<file path="src/rtl/chunk_table_order_validator_core_macros.svh">
// Assertion macros shared by the validator RTL.
`ifndef CHUNK_TABLE_ORDER_VALIDATOR_CORE_MACROS_SVH
`define CHUNK_TABLE_ORDER_VALIDATOR_CORE_MACROS_SVH
`ifndef SYNTHESIS
`define CTOV_ASSERT_IMP(name, clk, rst_n, ante, cons, msg) \
	name: assert property (@(posedge clk) disable iff (!rst_n) (ante) |-> (cons)) else $error(msg);
`define CTOV_ASSERT_NXT(name, clk, rst_n, ante, cons, msg) \
	name: assert property (@(posedge clk) disable iff (!rst_n) (ante) |=> (cons)) else $error(msg);
`else
`define CTOV_ASSERT_IMP(name, clk, rst_n, ante, cons, msg)
`define CTOV_ASSERT_NXT(name, clk, rst_n, ante, cons, msg)
`endif
`endif

</file>
<file path="src/rtl/ctov_pkg.sv">
`default_nettype none
package ctov_pkg;

	localparam int MAX_CHUNKS = 1024;

	localparam int IDX_W = 32;
	localparam int SIZE_W = 64;
	localparam int CNT_W = 11;
	localparam logic [CNT_W-1:0] CNT_MAX = {CNT_W{1'b1}};
	localparam logic [IDX_W-1:0] NO_CHUNK = 32'hFFFF_FFFF;
	localparam logic [IDX_W-1:0] MAX_CHUNKS_IDX = IDX_W'(MAX_CHUNKS);

	localparam int BM_COLS = 32;
	localparam int BM_COL_W = 5;
	localparam int BM_ROWS = (MAX_CHUNKS + BM_COLS - 1) / BM_COLS;
	localparam int BM_ROW_AW = (BM_ROWS > 1) ? $clog2(BM_ROWS) : 1;

	localparam int CFG_AW = 5;
	localparam int CFG_DW = 64;

	typedef enum logic [1:0] {
		REQ_CHUNK  = 2'd0,
		REQ_APPLY  = 2'd1,
		REQ_FINISH = 2'd2
	} req_type_t;

	typedef enum logic [2:0] {
		ERR_OK       = 3'd0,
		ERR_INDEX    = 3'd1,
		ERR_EMPTY    = 3'd2,
		ERR_BOUNDS   = 3'd3,
		ERR_OVERLAP  = 3'd4,
		ERR_MISSING  = 3'd5,
		ERR_DUP      = 3'd6,
		ERR_SEQ      = 3'd7
	} err_code_t;

	typedef enum logic [1:0] {
		REG_CHUNK_COUNT   = 2'd0,
		REG_PAYLOAD_START = 2'd1,
		REG_FILE_SIZE     = 2'd2,
		REG_MAX_CHUNK     = 2'd3
	} cfg_reg_t;

	typedef struct packed {
		logic                 en;
		logic                 clr;
		logic [BM_ROW_AW-1:0] row;
		logic [BM_COLS-1:0]   data;
	} bm_wr_t;

endpackage
`default_nettype wire

</file>
<file path="src/rtl/ctov_if.sv">
`default_nettype none
interface ctov_in_if;
	logic        valid;
	logic        ready;
	logic [1:0]  req_type;
	logic [31:0] entry_index;
	logic [63:0] chunk_size;
	logic [63:0] chunk_offset;

	modport source (output valid, output req_type, output entry_index,
		output chunk_size, output chunk_offset, input ready);
	modport sink (input valid, input req_type, input entry_index,
		input chunk_size, input chunk_offset, output ready);
endinterface

interface ctov_out_if;
	logic        valid;
	logic        ready;
	logic [2:0]  error_code;
	logic [31:0] error_chunk;
	logic        error_chunk_valid;
	logic        finished;

	modport source (output valid, output error_code, output error_chunk,
		output error_chunk_valid, output finished, input ready);
	modport sink (input valid, input error_code, input error_chunk,
		input error_chunk_valid, input finished, output ready);
endinterface
`default_nettype wire

</file>
<file path="src/rtl/chunk_table_order_validator_core.sv">
// An accepted word is held in the stage registers until its result is written to the result register.
// Throughput: one word per cycle unless out_ch.ready stalls; checks and bitmap row update sit in one stage.
// The seen-bitmap is a 32-bit-row memory read as the word is accepted and written back.
// Reset (arst_n low, asynchronous) clears counters, errors and the row valid bits, and
// returns the configuration registers to their defaults.
// A finish clears the bitmap at once through the row valid bits; there is no clearing pass.
`default_nettype none
`include "chunk_table_order_validator_core_macros.svh"
module chunk_table_order_validator_core (
	input  wire                          clk,
	input  wire                          arst_n,
	ctov_in_if.sink                      in_ch,
	ctov_out_if.source                   out_ch,
	input  wire                          psel,
	input  wire                          penable,
	input  wire                          pwrite,
	input  wire  [ctov_pkg::CFG_AW-1:0]  paddr,
	input  wire  [ctov_pkg::CFG_DW-1:0]  pwdata,
	output logic [ctov_pkg::CFG_DW-1:0]  prdata,
	output logic                         pready
);
	import ctov_pkg::*;

	logic [CNT_W-1:0]  chunk_count_q;
	logic [SIZE_W-1:0] payload_start_q;
	logic [SIZE_W-1:0] file_size_q;
	logic [SIZE_W-1:0] max_chunk_q;
	logic              cfg_we;
	cfg_reg_t          cfg_sel;

	logic [CNT_W-1:0]  chunks_seen_q, nxt_seen;
	logic [CNT_W-1:0]  applies_seen_q, nxt_apps;
	logic [SIZE_W-1:0] prev_end_q, nxt_prev;
	err_code_t         first_error_q, nxt_err;
	logic [IDX_W-1:0]  first_chunk_q, nxt_chunk;
	logic              first_has_q, nxt_has;

	logic              valid_s1;
	logic [1:0]        req_s1;
	logic [IDX_W-1:0]  idx_s1;
	logic [SIZE_W-1:0] size_s1;
	logic [SIZE_W-1:0] off_s1;

	logic              out_valid_q;
	err_code_t         out_code_q;
	logic [IDX_W-1:0]  out_chunk_q;
	logic              out_has_q;
	logic              out_fin_q;

	logic              s1_go;
	logic              in_ready;
	logic              in_acc;
	logic              fin;
	logic              bm_set;
	logic              cnt_full;
	logic [SIZE_W:0]   end_sum;
	logic              bounds_bad;
	logic              apply_missing;
	logic              hit;
	logic [BM_COLS-1:0] bm_rd_data;
	bm_wr_t            bm_wr;

	// Configuration port.
	assign pready = 1'b1;
	assign cfg_we = psel && penable && pwrite;
	assign cfg_sel = cfg_reg_t'(paddr[CFG_AW-1:CFG_AW-2]);

	always_ff @(posedge clk or negedge arst_n) begin
		if (!arst_n) begin
			chunk_count_q <= '0;
			payload_start_q <= '0;
			file_size_q <= '0;
			max_chunk_q <= '1;
		end else if (cfg_we) begin
			unique case (cfg_sel)
				REG_CHUNK_COUNT: chunk_count_q <= pwdata[CNT_W-1:0];
				REG_PAYLOAD_START: payload_start_q <= pwdata;
				REG_FILE_SIZE: file_size_q <= pwdata;
				REG_MAX_CHUNK: max_chunk_q <= pwdata;
			endcase
		end
	end

	always_comb begin
		unique case (cfg_sel)
			REG_CHUNK_COUNT: prdata = CFG_DW'(chunk_count_q);
			REG_PAYLOAD_START: prdata = payload_start_q;
			REG_FILE_SIZE: prdata = file_size_q;
			REG_MAX_CHUNK: prdata = max_chunk_q;
		endcase
	end

	// Handshake.
	assign s1_go = valid_s1 && (!out_valid_q || out_ch.ready);
	assign in_ready = !valid_s1 || s1_go;
	assign in_acc = in_ch.valid && in_ready;
	assign in_ch.ready = in_ready;

	always_ff @(posedge clk or negedge arst_n) begin
		if (!arst_n) begin
			valid_s1 <= 1'b0;
		end else if (in_ready) begin
			valid_s1 <= in_ch.valid;
		end
	end

	always_ff @(posedge clk) begin
		if (in_acc) begin
			req_s1 <= in_ch.req_type;
			idx_s1 <= in_ch.entry_index;
			size_s1 <= in_ch.chunk_size;
			off_s1 <= in_ch.chunk_offset;
		end
	end

	ctov_bitmap u_bitmap (
		.clk     (clk),
		.arst_n  (arst_n),
		.rd_en   (in_acc),
		.rd_row  (in_ch.entry_index[BM_COL_W +: BM_ROW_AW]),
		.wr      (bm_wr),
		.rd_data (bm_rd_data)
	);

	// Checks for the word in the stage.
	assign cnt_full = chunks_seen_q >= chunk_count_q;
	assign end_sum = {1'b0, off_s1} + {1'b0, size_s1};
	assign bounds_bad = (size_s1 > max_chunk_q) || (off_s1 < payload_start_q) ||
		(end_sum > {1'b0, file_size_q});
	assign apply_missing = (idx_s1 >= IDX_W'(chunk_count_q)) || (idx_s1 >= MAX_CHUNKS_IDX);
	assign hit = bm_rd_data[idx_s1[BM_COL_W-1:0]];

	always_comb begin
		nxt_err = first_error_q;
		nxt_chunk = first_chunk_q;
		nxt_has = first_has_q;
		nxt_seen = chunks_seen_q;
		nxt_apps = applies_seen_q;
		nxt_prev = prev_end_q;
		bm_set = 1'b0;
		fin = 1'b0;
		if (first_error_q == ERR_OK) begin
			unique case (req_s1)
				REQ_CHUNK: begin
					priority if (cnt_full) begin
						nxt_err = ERR_SEQ;
						nxt_chunk = NO_CHUNK;
						nxt_has = 1'b0;
					end else if ((chunks_seen_q != '0) && (prev_end_q > off_s1)) begin
						nxt_err = ERR_OVERLAP;
						nxt_chunk = IDX_W'(chunks_seen_q - CNT_W'(1));
						nxt_has = 1'b1;
					end else if (idx_s1 != IDX_W'(chunks_seen_q)) begin
						nxt_err = ERR_INDEX;
						nxt_chunk = IDX_W'(chunks_seen_q);
						nxt_has = 1'b1;
					end else if (size_s1 == '0) begin
						nxt_err = ERR_EMPTY;
						nxt_chunk = IDX_W'(chunks_seen_q);
						nxt_has = 1'b1;
					end else if (bounds_bad) begin
						nxt_err = ERR_BOUNDS;
						nxt_chunk = IDX_W'(chunks_seen_q);
						nxt_has = 1'b1;
					end else begin
						nxt_prev = end_sum[SIZE_W-1:0];
						nxt_seen = chunks_seen_q + CNT_W'(1);
					end
				end
				REQ_APPLY: begin
					priority if (!cnt_full) begin
						nxt_err = ERR_SEQ;
						nxt_chunk = NO_CHUNK;
						nxt_has = 1'b0;
					end else if (apply_missing) begin
						nxt_err = ERR_MISSING;
						nxt_chunk = idx_s1;
						nxt_has = 1'b1;
					end else if (hit) begin
						nxt_err = ERR_DUP;
						nxt_chunk = idx_s1;
						nxt_has = 1'b1;
					end else begin
						bm_set = 1'b1;
						if (applies_seen_q != CNT_MAX) begin
							nxt_apps = applies_seen_q + CNT_W'(1);
						end
					end
				end
				REQ_FINISH: begin
					priority if (!cnt_full) begin
						nxt_err = ERR_SEQ;
						nxt_chunk = NO_CHUNK;
						nxt_has = 1'b0;
					end else if (applies_seen_q != chunk_count_q) begin
						nxt_err = ERR_MISSING;
						nxt_chunk = NO_CHUNK;
						nxt_has = 1'b0;
					end else begin
						nxt_err = ERR_OK;
					end
				end
				default: begin
					nxt_err = ERR_SEQ;
					nxt_chunk = NO_CHUNK;
					nxt_has = 1'b0;
				end
			endcase
		end
		if (req_s1 == REQ_FINISH) begin
			fin = 1'b1;
			nxt_seen = '0;
			nxt_apps = '0;
			nxt_prev = '0;
		end
	end

	assign bm_wr.en = s1_go && bm_set;
	assign bm_wr.clr = s1_go && fin;
	assign bm_wr.row = idx_s1[BM_COL_W +: BM_ROW_AW];
	assign bm_wr.data = bm_rd_data | (BM_COLS'(1) << idx_s1[BM_COL_W-1:0]);

	always_ff @(posedge clk or negedge arst_n) begin
		if (!arst_n) begin
			chunks_seen_q <= '0;
			applies_seen_q <= '0;
			prev_end_q <= '0;
			first_error_q <= ERR_OK;
			first_chunk_q <= '0;
			first_has_q <= 1'b0;
		end else if (s1_go) begin
			chunks_seen_q <= nxt_seen;
			applies_seen_q <= nxt_apps;
			prev_end_q <= nxt_prev;
			first_error_q <= nxt_err;
			first_chunk_q <= nxt_chunk;
			first_has_q <= nxt_has;
		end
	end

	// Result register.
	always_ff @(posedge clk or negedge arst_n) begin
		if (!arst_n) begin
			out_valid_q <= 1'b0;
		end else if (s1_go) begin
			out_valid_q <= 1'b1;
		end else if (out_ch.ready) begin
			out_valid_q <= 1'b0;
		end
	end

	always_ff @(posedge clk) begin
		if (s1_go) begin
			out_code_q <= nxt_err;
			out_chunk_q <= nxt_chunk;
			out_has_q <= nxt_has;
			out_fin_q <= fin;
		end
	end

	assign out_ch.valid = out_valid_q;
	assign out_ch.error_code = out_code_q;
	assign out_ch.error_chunk = out_chunk_q;
	assign out_ch.error_chunk_valid = out_has_q;
	assign out_ch.finished = out_fin_q;

	`CTOV_ASSERT_NXT(a_err_sticky, clk, arst_n, first_error_q != ERR_OK, first_error_q == $past(first_error_q), "first error changed")
	`CTOV_ASSERT_NXT(a_fin_clears, clk, arst_n, s1_go && (req_s1 == REQ_FINISH), (chunks_seen_q == '0) && (applies_seen_q == '0) && (prev_end_q == '0), "finish did not clear counts")
	`CTOV_ASSERT_IMP(a_out_no_chunk, clk, arst_n, out_valid_q && ((out_code_q == ERR_OK) || (out_code_q == ERR_SEQ)), !out_has_q, "chunk named without cause")

endmodule
`default_nettype wire

</file>
<file path="src/rtl/ctov_bitmap.sv">
`default_nettype none
`include "chunk_table_order_validator_core_macros.svh"
module ctov_bitmap (
	input  wire                                 clk,
	input  wire                                 arst_n,
	input  wire                                 rd_en,
	input  wire  [ctov_pkg::BM_ROW_AW-1:0]      rd_row,
	input  ctov_pkg::bm_wr_t                    wr,
	output logic [ctov_pkg::BM_COLS-1:0]        rd_data
);
	import ctov_pkg::*;

	logic [BM_COLS-1:0]   mem [BM_ROWS];
	logic [BM_ROWS-1:0]   row_valid_q;
	logic [BM_COLS-1:0]   rd_data_q;
	logic [BM_ROW_AW-1:0] rd_row_q;

	always_ff @(posedge clk) begin
		if (wr.en) begin
			mem[wr.row] <= wr.data;
		end
	end

	// A row written in the same cycle it is read returns the new contents.
	always_ff @(posedge clk) begin
		if (rd_en) begin
			rd_row_q <= rd_row;
			if (wr.en && (wr.row == rd_row)) begin
				rd_data_q <= wr.data;
			end else begin
				rd_data_q <= mem[rd_row];
			end
		end
	end

	// Rows not written since the last clear read as all zero.
	always_ff @(posedge clk or negedge arst_n) begin
		if (!arst_n) begin
			row_valid_q <= '0;
		end else if (wr.clr) begin
			row_valid_q <= '0;
		end else if (wr.en) begin
			row_valid_q[wr.row] <= 1'b1;
		end
	end

	assign rd_data = row_valid_q[rd_row_q] ? rd_data_q : '0;

	`CTOV_ASSERT_NXT(a_clr_empties, clk, arst_n, wr.clr, row_valid_q == '0, "bitmap clear missed")
	`CTOV_ASSERT_NXT(a_wr_marks, clk, arst_n, wr.en && !wr.clr, row_valid_q[$past(wr.row)], "row not marked")
	`CTOV_ASSERT_NXT(a_fwd, clk, arst_n, rd_en && wr.en && (rd_row == wr.row), rd_data_q == $past(wr.data), "bypass failed")

endmodule
`default_nettype wire

</file>
<file path="src/flat_wrapper.sv">
// flat-port wrapper written by rule: the top's interface ports become plain ports
module chunk_table_order_validator_core_flat import ctov_pkg::*;
  (clk, arst_n, psel, penable, pwrite, paddr, pwdata, prdata, pready, in_ch_valid, in_ch_req_type, in_ch_entry_index, in_ch_chunk_size, in_ch_chunk_offset, in_ch_ready, out_ch_valid, out_ch_error_code, out_ch_error_chunk, out_ch_error_chunk_valid, out_ch_finished, out_ch_ready);
  ctov_in_if in_ch_i ();
  ctov_out_if out_ch_i ();
  input  wire clk;
  input  wire arst_n;
  input  wire psel;
  input  wire penable;
  input  wire pwrite;
  input  wire  [ctov_pkg::CFG_AW-1:0] paddr;
  input  wire  [ctov_pkg::CFG_DW-1:0] pwdata;
  output logic [ctov_pkg::CFG_DW-1:0] prdata;
  output logic pready;
  input wire logic [$bits(in_ch_i.valid)-1:0] in_ch_valid;
  input wire logic [$bits(in_ch_i.req_type)-1:0] in_ch_req_type;
  input wire logic [$bits(in_ch_i.entry_index)-1:0] in_ch_entry_index;
  input wire logic [$bits(in_ch_i.chunk_size)-1:0] in_ch_chunk_size;
  input wire logic [$bits(in_ch_i.chunk_offset)-1:0] in_ch_chunk_offset;
  output wire logic [$bits(in_ch_i.ready)-1:0] in_ch_ready;
  output wire logic [$bits(out_ch_i.valid)-1:0] out_ch_valid;
  output wire logic [$bits(out_ch_i.error_code)-1:0] out_ch_error_code;
  output wire logic [$bits(out_ch_i.error_chunk)-1:0] out_ch_error_chunk;
  output wire logic [$bits(out_ch_i.error_chunk_valid)-1:0] out_ch_error_chunk_valid;
  output wire logic [$bits(out_ch_i.finished)-1:0] out_ch_finished;
  input wire logic [$bits(out_ch_i.ready)-1:0] out_ch_ready;
  assign in_ch_i.valid = in_ch_valid;
  assign in_ch_i.req_type = in_ch_req_type;
  assign in_ch_i.entry_index = in_ch_entry_index;
  assign in_ch_i.chunk_size = in_ch_chunk_size;
  assign in_ch_i.chunk_offset = in_ch_chunk_offset;
  assign in_ch_ready = in_ch_i.ready;
  assign out_ch_valid = out_ch_i.valid;
  assign out_ch_error_code = out_ch_i.error_code;
  assign out_ch_error_chunk = out_ch_i.error_chunk;
  assign out_ch_error_chunk_valid = out_ch_i.error_chunk_valid;
  assign out_ch_finished = out_ch_i.finished;
  assign out_ch_i.ready = out_ch_ready;
  chunk_table_order_validator_core u_core (.clk(clk), .arst_n(arst_n), .in_ch(in_ch_i), .out_ch(out_ch_i), .psel(psel), .penable(penable), .pwrite(pwrite), .paddr(paddr), .pwdata(pwdata), .prdata(prdata), .pready(pready));
endmodule
</file>
<file path="config.mk">
export PLATFORM = sky130hd
export DESIGN_NAME = chunk_table_order_validator_core_flat
export DESIGN_NICKNAME = d
export VERILOG_FILES = /design/src/rtl/ctov_pkg.sv /design/src/rtl/ctov_if.sv /design/src/rtl/chunk_table_order_validator_core.sv /design/src/rtl/ctov_bitmap.sv /design/src/flat_wrapper.sv
export VERILOG_INCLUDE_DIRS = /design/src /design/src/rtl
export SDC_FILE = /design/constraint.sdc
export NUM_CORES = 2
export LEC_CHECK = 0
export BUFFER_PORTS_ARGS = -buffer_cell sky130_fd_sc_hd__buf_4
export CORE_AREA = 2 2 553 555
export DETAILED_ROUTE_END_ITERATION = 6
export DIE_AREA = 0 0 555 557
export HOLD_SLACK_MARGIN = 0.06
export PLACE_DENSITY = 0.42
export SLEW_MARGIN = 20
export SYNTH_ARGS = -nofsm -noshare
export SYNTH_HDL_FRONTEND = slang
export SYNTH_HIERARCHICAL = 1
export SYNTH_SLANG_ARGS = --single-unit
</file>
<file path="constraint.sdc">
create_clock -name clk -period 13.7 [get_ports clk]
set_input_delay 0.685 -clock clk [delete_from_list [all_inputs] [get_ports clk]]
set_output_delay 0.685 -clock clk [all_outputs]
set_load 0.1 [all_outputs]
</file>
==> reports/summary.md <==
The run finished with clean final reports. The total detailed-routing wirelength was 258 mm; the total vias in the final route was 49900. Buffers added to address setup during post-CTS repair amount to 0.

Pin placement for this block handled 342 I/O pins. The maximum net fanout on the critical path works out to 65. The worst setup path is launched from a flip-flop. For the pin with the worst max-slew slack, the measured transition is 1.12 ns.

The worst register-to-register path has a depth of 24. In this run the static leakage power is 34.7 nW. For this run, the leading register cell type out of synthesis is edfxtp_1. Derived from the worst setup path, the maximum achievable clock frequency is 112 MHz. After detailed routing, the average wire length per cell comes to 25.0 µm. The global-route congestion overflow total was 0. Counting flops with a built-in enable in the synthesized netlist gives 1260.

After filler insertion, the fill cell instance count of the layout stands at 30500. The peak supply drop came out at 0.114 mV. The flop and latch count out of synthesis came out at 1619.

The logs give 25.6% for the headroom to the max-slew limit and 143 for the maximum number of pins on one net before global-route repair. Cell with the biggest individual delay on the critical path: a211oi_1. The later pin in the worst-skew pair is clocked with a latency of 0.86 ns. The share of the Yosys chip area taken by registers is 62.2%. TritonCTS built the clock tree. Setup slack on the worst reg-to-reg path comes out at 4.74 ns. Hold repair after CTS inserted 175 buffers. The area of the die is 0.309 mm², and the final sum of negative setup slack is 0 ns.

The post-placement cell area came out at 0.0830 mm². The number of buffers added on ports was 337. The placeable core region was 0.304 mm²; the clock period minus final worst setup slack was 8.96 ns. Worst setup margin: 4.74 ns.

The number of instances resized during post-cts repair is 0, and the vertical extent of the die is 557 µm. STA puts the critical path data arrival time at 9.67 ns. Setup repair after global routing left no endpoint under its margin. The tree is rooted in a clkbuf_16.

Walking the worst path, the cells encountered are ha_1, fa_1, a211o_1, a211oi_2, o32ai_1, a221oi_2, o31ai_1, a21o_1, a21bo_2, a21oi_1, o21ai_0, xor2_1, ha_1, nand4_1, nor4_1, nand4_1, a31oi_1, a211oi_1, a211oi_1, and4bb_2, or4b_1, nor2b_4, buf_4, a22o_1. The fraction of the cycle the final worst path needs was 65.4%. For this run, the post-layout net count is 6780. Number of synthesis warnings: 6.

In this run the worst setup path terminates at u_core/prev_end_q[46]. Initial antenna violation count: 20. The number of hold-slack violations in the final timing report is 0, and the async set-or-reset flop fraction in the synthesized netlist is 22.2%. The path type of the worst min-delay path was in -> reg. The total number of H-tree levels was 4; the detailed placer's ending HPWL was 160 mm. The logs give 5668 for the cell count after synthesis and 0 for the number of violations of the max-capacitance limit.

For the post-detailed-route DRC marker count, the log shows 0. On the final layout, the worst clock skew is 0.108 ns. The number of core rows was 203; the final count of pins violating max slew was 0. The number of sinks on the clock net was 1619; the final antenna-violating net count was 0.

The design draws 13.3 mW. Of the cells placed in the final design, the portion with a size suffix greater than 1 is 15.5%. The number of iterations in the first detailed-routing pass was 5; the longest individual stage delay on the worst path was 0.71 ns. After detailed routing, the number of vias per cell comes to 4.82.

The areal power density over the cells came out at 147 mW/mm². Clock-pin slew was measured on the worst setup and hold paths at 0.06 ns. The run gives 4.75 ns as the pre-CTS worst setup slack. Clock tree synthesis inserted a total of 192 buffers. The tools report the endpoint class of the critical path as a flip-flop. From left edge to right edge, the die measures 555 µm.

The terminus of the critical flop-to-flop path was u_core/prev_end_q[46]. The logs give 6255 for the net count after synthesis and 3876 for the number of DRC markers in iteration 0. The congestion estimate from routability-driven global placement came to 0.855. The netlist uses 85 different library cells.

The path type of the worst setup path is reg -> reg. The global-route usage over all layers is 16.2%, and the post-synth design cell area is 0.0754 mm². The area added between synthesis and finish came out at 20.5%. In this run the worst setup path begins at u_core/size_s1[0]. The first global-routing pass estimated 367 mm of wire. Data on the critical path is required at its endpoint by 14.41 ns. The initial utilization of the core area, before any placement, comes to 24.8%.

The setup violation total in the final timing report was 0. The clock passes through at most 4 buffers. The synthesized area divided by synthesized cell count is 13.3 µm². The design area is 0.0908 mm².

The run gives 49900 as the via count of the first global-routing pass. The worst register-to-register path begins at u_core/size_s1[0].
## cells in the mapped netlist, drive strengths merged, types with 64 or more instances
master	number	area, µm²
a21o	81	608
a21oi	315	1580
a221oi	78	689
a22o	182	1590
a22oi	130	976
buf	98	593
clkbuf	195	734
dfrtp	295	7380
dfstp	64	1680
edfxtp	1260	37800
ha	348	4350
inv	306	1150
mux2	92	1040
mux2i	522	5230
nand2	419	1580
nand4	76	475
nor2	223	837
o21ai	274	1370
xnor2	74	648
## stage by stage
| step | utilization, % | std cells | hold slack [ns] |
|---|---|---|---|
| global placement | 27.3 | 9820 | 0.471 |
| floorplan | - | 5668 | 0.389 |
| global route | 29.9 | 10300 | 0.0738 |
| detailed placement | 27.3 | 9820 | 0.479 |
| CTS | 29.9 | 10300 | 0.0601 |
| finish | 29.9 | 10400 | 0.110 |
## critical path: cells and delay by family (launching register included)
kind / cells / cell delay (ns)
adders and majority gates: 3 / 1.01
xor gates and xnor gates: 1 / 0.18
AOI/OAI and AO/OA: 13 / 4.09
buffers and inverters: 1 / 0.66
and+or+nand+nor: 6 / 2.29
DFF: 1 / 0.47
## power breakdown
group	switching [mW]	total [mW]	internal, mW
clock network	2.08	4.99	2.91
logic	1.65	2.43	0.780
registers	0.215	5.90	5.69
## placed cells by master, fill, tap and decap left out, types with 37 or more instances in the layout
| cell | n |
|---|---|
| nand4_1 | 76 |
| ha_1 | 348 |
| a21o_1 | 80 |
| mux2_2 | 92 |
| o21ai_0 | 274 |
| dfstp_2 | 64 |
| and2_1 | 38 |
| nor2_1 | 189 |
| clkbuf_1 | 51 |
| dlygate4sd3_1 | 175 |
| xnor2_1 | 74 |
| clkinv_1 | 42 |
| a22o_1 | 182 |
| a21oi_1 | 315 |
| dfrtp_1 | 295 |
| a221oi_1 | 76 |
| nor4_1 | 37 |
| o22ai_1 | 39 |
| a22oi_1 | 130 |
| mux2i_1 | 522 |
| buf_4 | 439 |
| inv_1 | 305 |
| edfxtp_1 | 1260 |
| clkbuf_16 | 199 |
| nand3_1 | 57 |
| nand2_1 | 417 |
| xor2_1 | 39 |
## cell families after synthesis
group,share of synthesized area [%]
XOR/XNOR,1.31
AO/OA/AOI/OAI,12.1
adder cells (fa/ha/maj),5.80
flip-flops,62.2
multiplexers,9.15
buffers and inverters,3.28
AND/OR/NAND/NOR,6.19
other,0.00497
## sequential cells by signal, indices dropped and copies added (netlist names), 5 cells and up
name                         flops
u_core/applies_seen_q           11
u_core/chunk_count_q            11
u_core/chunks_seen_q            11
u_core/file_size_q              64
u_core/first_chunk_q            32
u_core/idx_s1                   32
u_core/max_chunk_q              64
u_core/off_s1                   64
u_core/out_ch.error_chunk       32
u_core/payload_start_q          64
u_core/prev_end_q               64
u_core/size_s1                  64
u_core/u_bitmap/mem           1024
u_core/u_bitmap/rd_data_q       32
u_core/u_bitmap/rd_row_q         5
u_core/u_bitmap/row_valid_q     32
## worst min path at each step
stage	from	end	depth (start not counted)
finish	pwdata[20]	u_core/payload_start_q[20]	3
global route	in_ch_chunk_offset[41]	u_core/off_s1[41]	1
CTS	pwdata[20]	u_core/payload_start_q[20]	3
detailed placement	u_core/u_bitmap/row_valid_q[29]	u_core/u_bitmap/row_valid_q[29]	2
global placement	u_core/u_bitmap/row_valid_q[29]	u_core/u_bitmap/row_valid_q[29]	2
floorplan	arst_n	u_core/applies_seen_q[0]	0
## layout make-up
class	count	area, µm²	share of cell area (%)
clock inverters	88	714	0.786
diodes	6	15.0	0.0165
flip-flops and latches	1619	46900	51.6
multi-input cells	3450	26500	29.2
clock buffers	260	5310	5.84
repair buffers	624	5240	5.77
inverters	306	1150	1.26
well taps	3997	5000	5.50
## per-layer routing
metal  GRT usage, %  wire, µm  part of all wire, %  vias to the layer above
met1           22.7    122000                   47                    25700
met3           1.97     10200                  4.0                      325
met2           26.7    121000                   47                     1194
li1               -         -                    -                    22700
met5              0        35                0.014                        -
met4           3.70      5680                  2.2                        6
(Power assumes the default switching activity.)
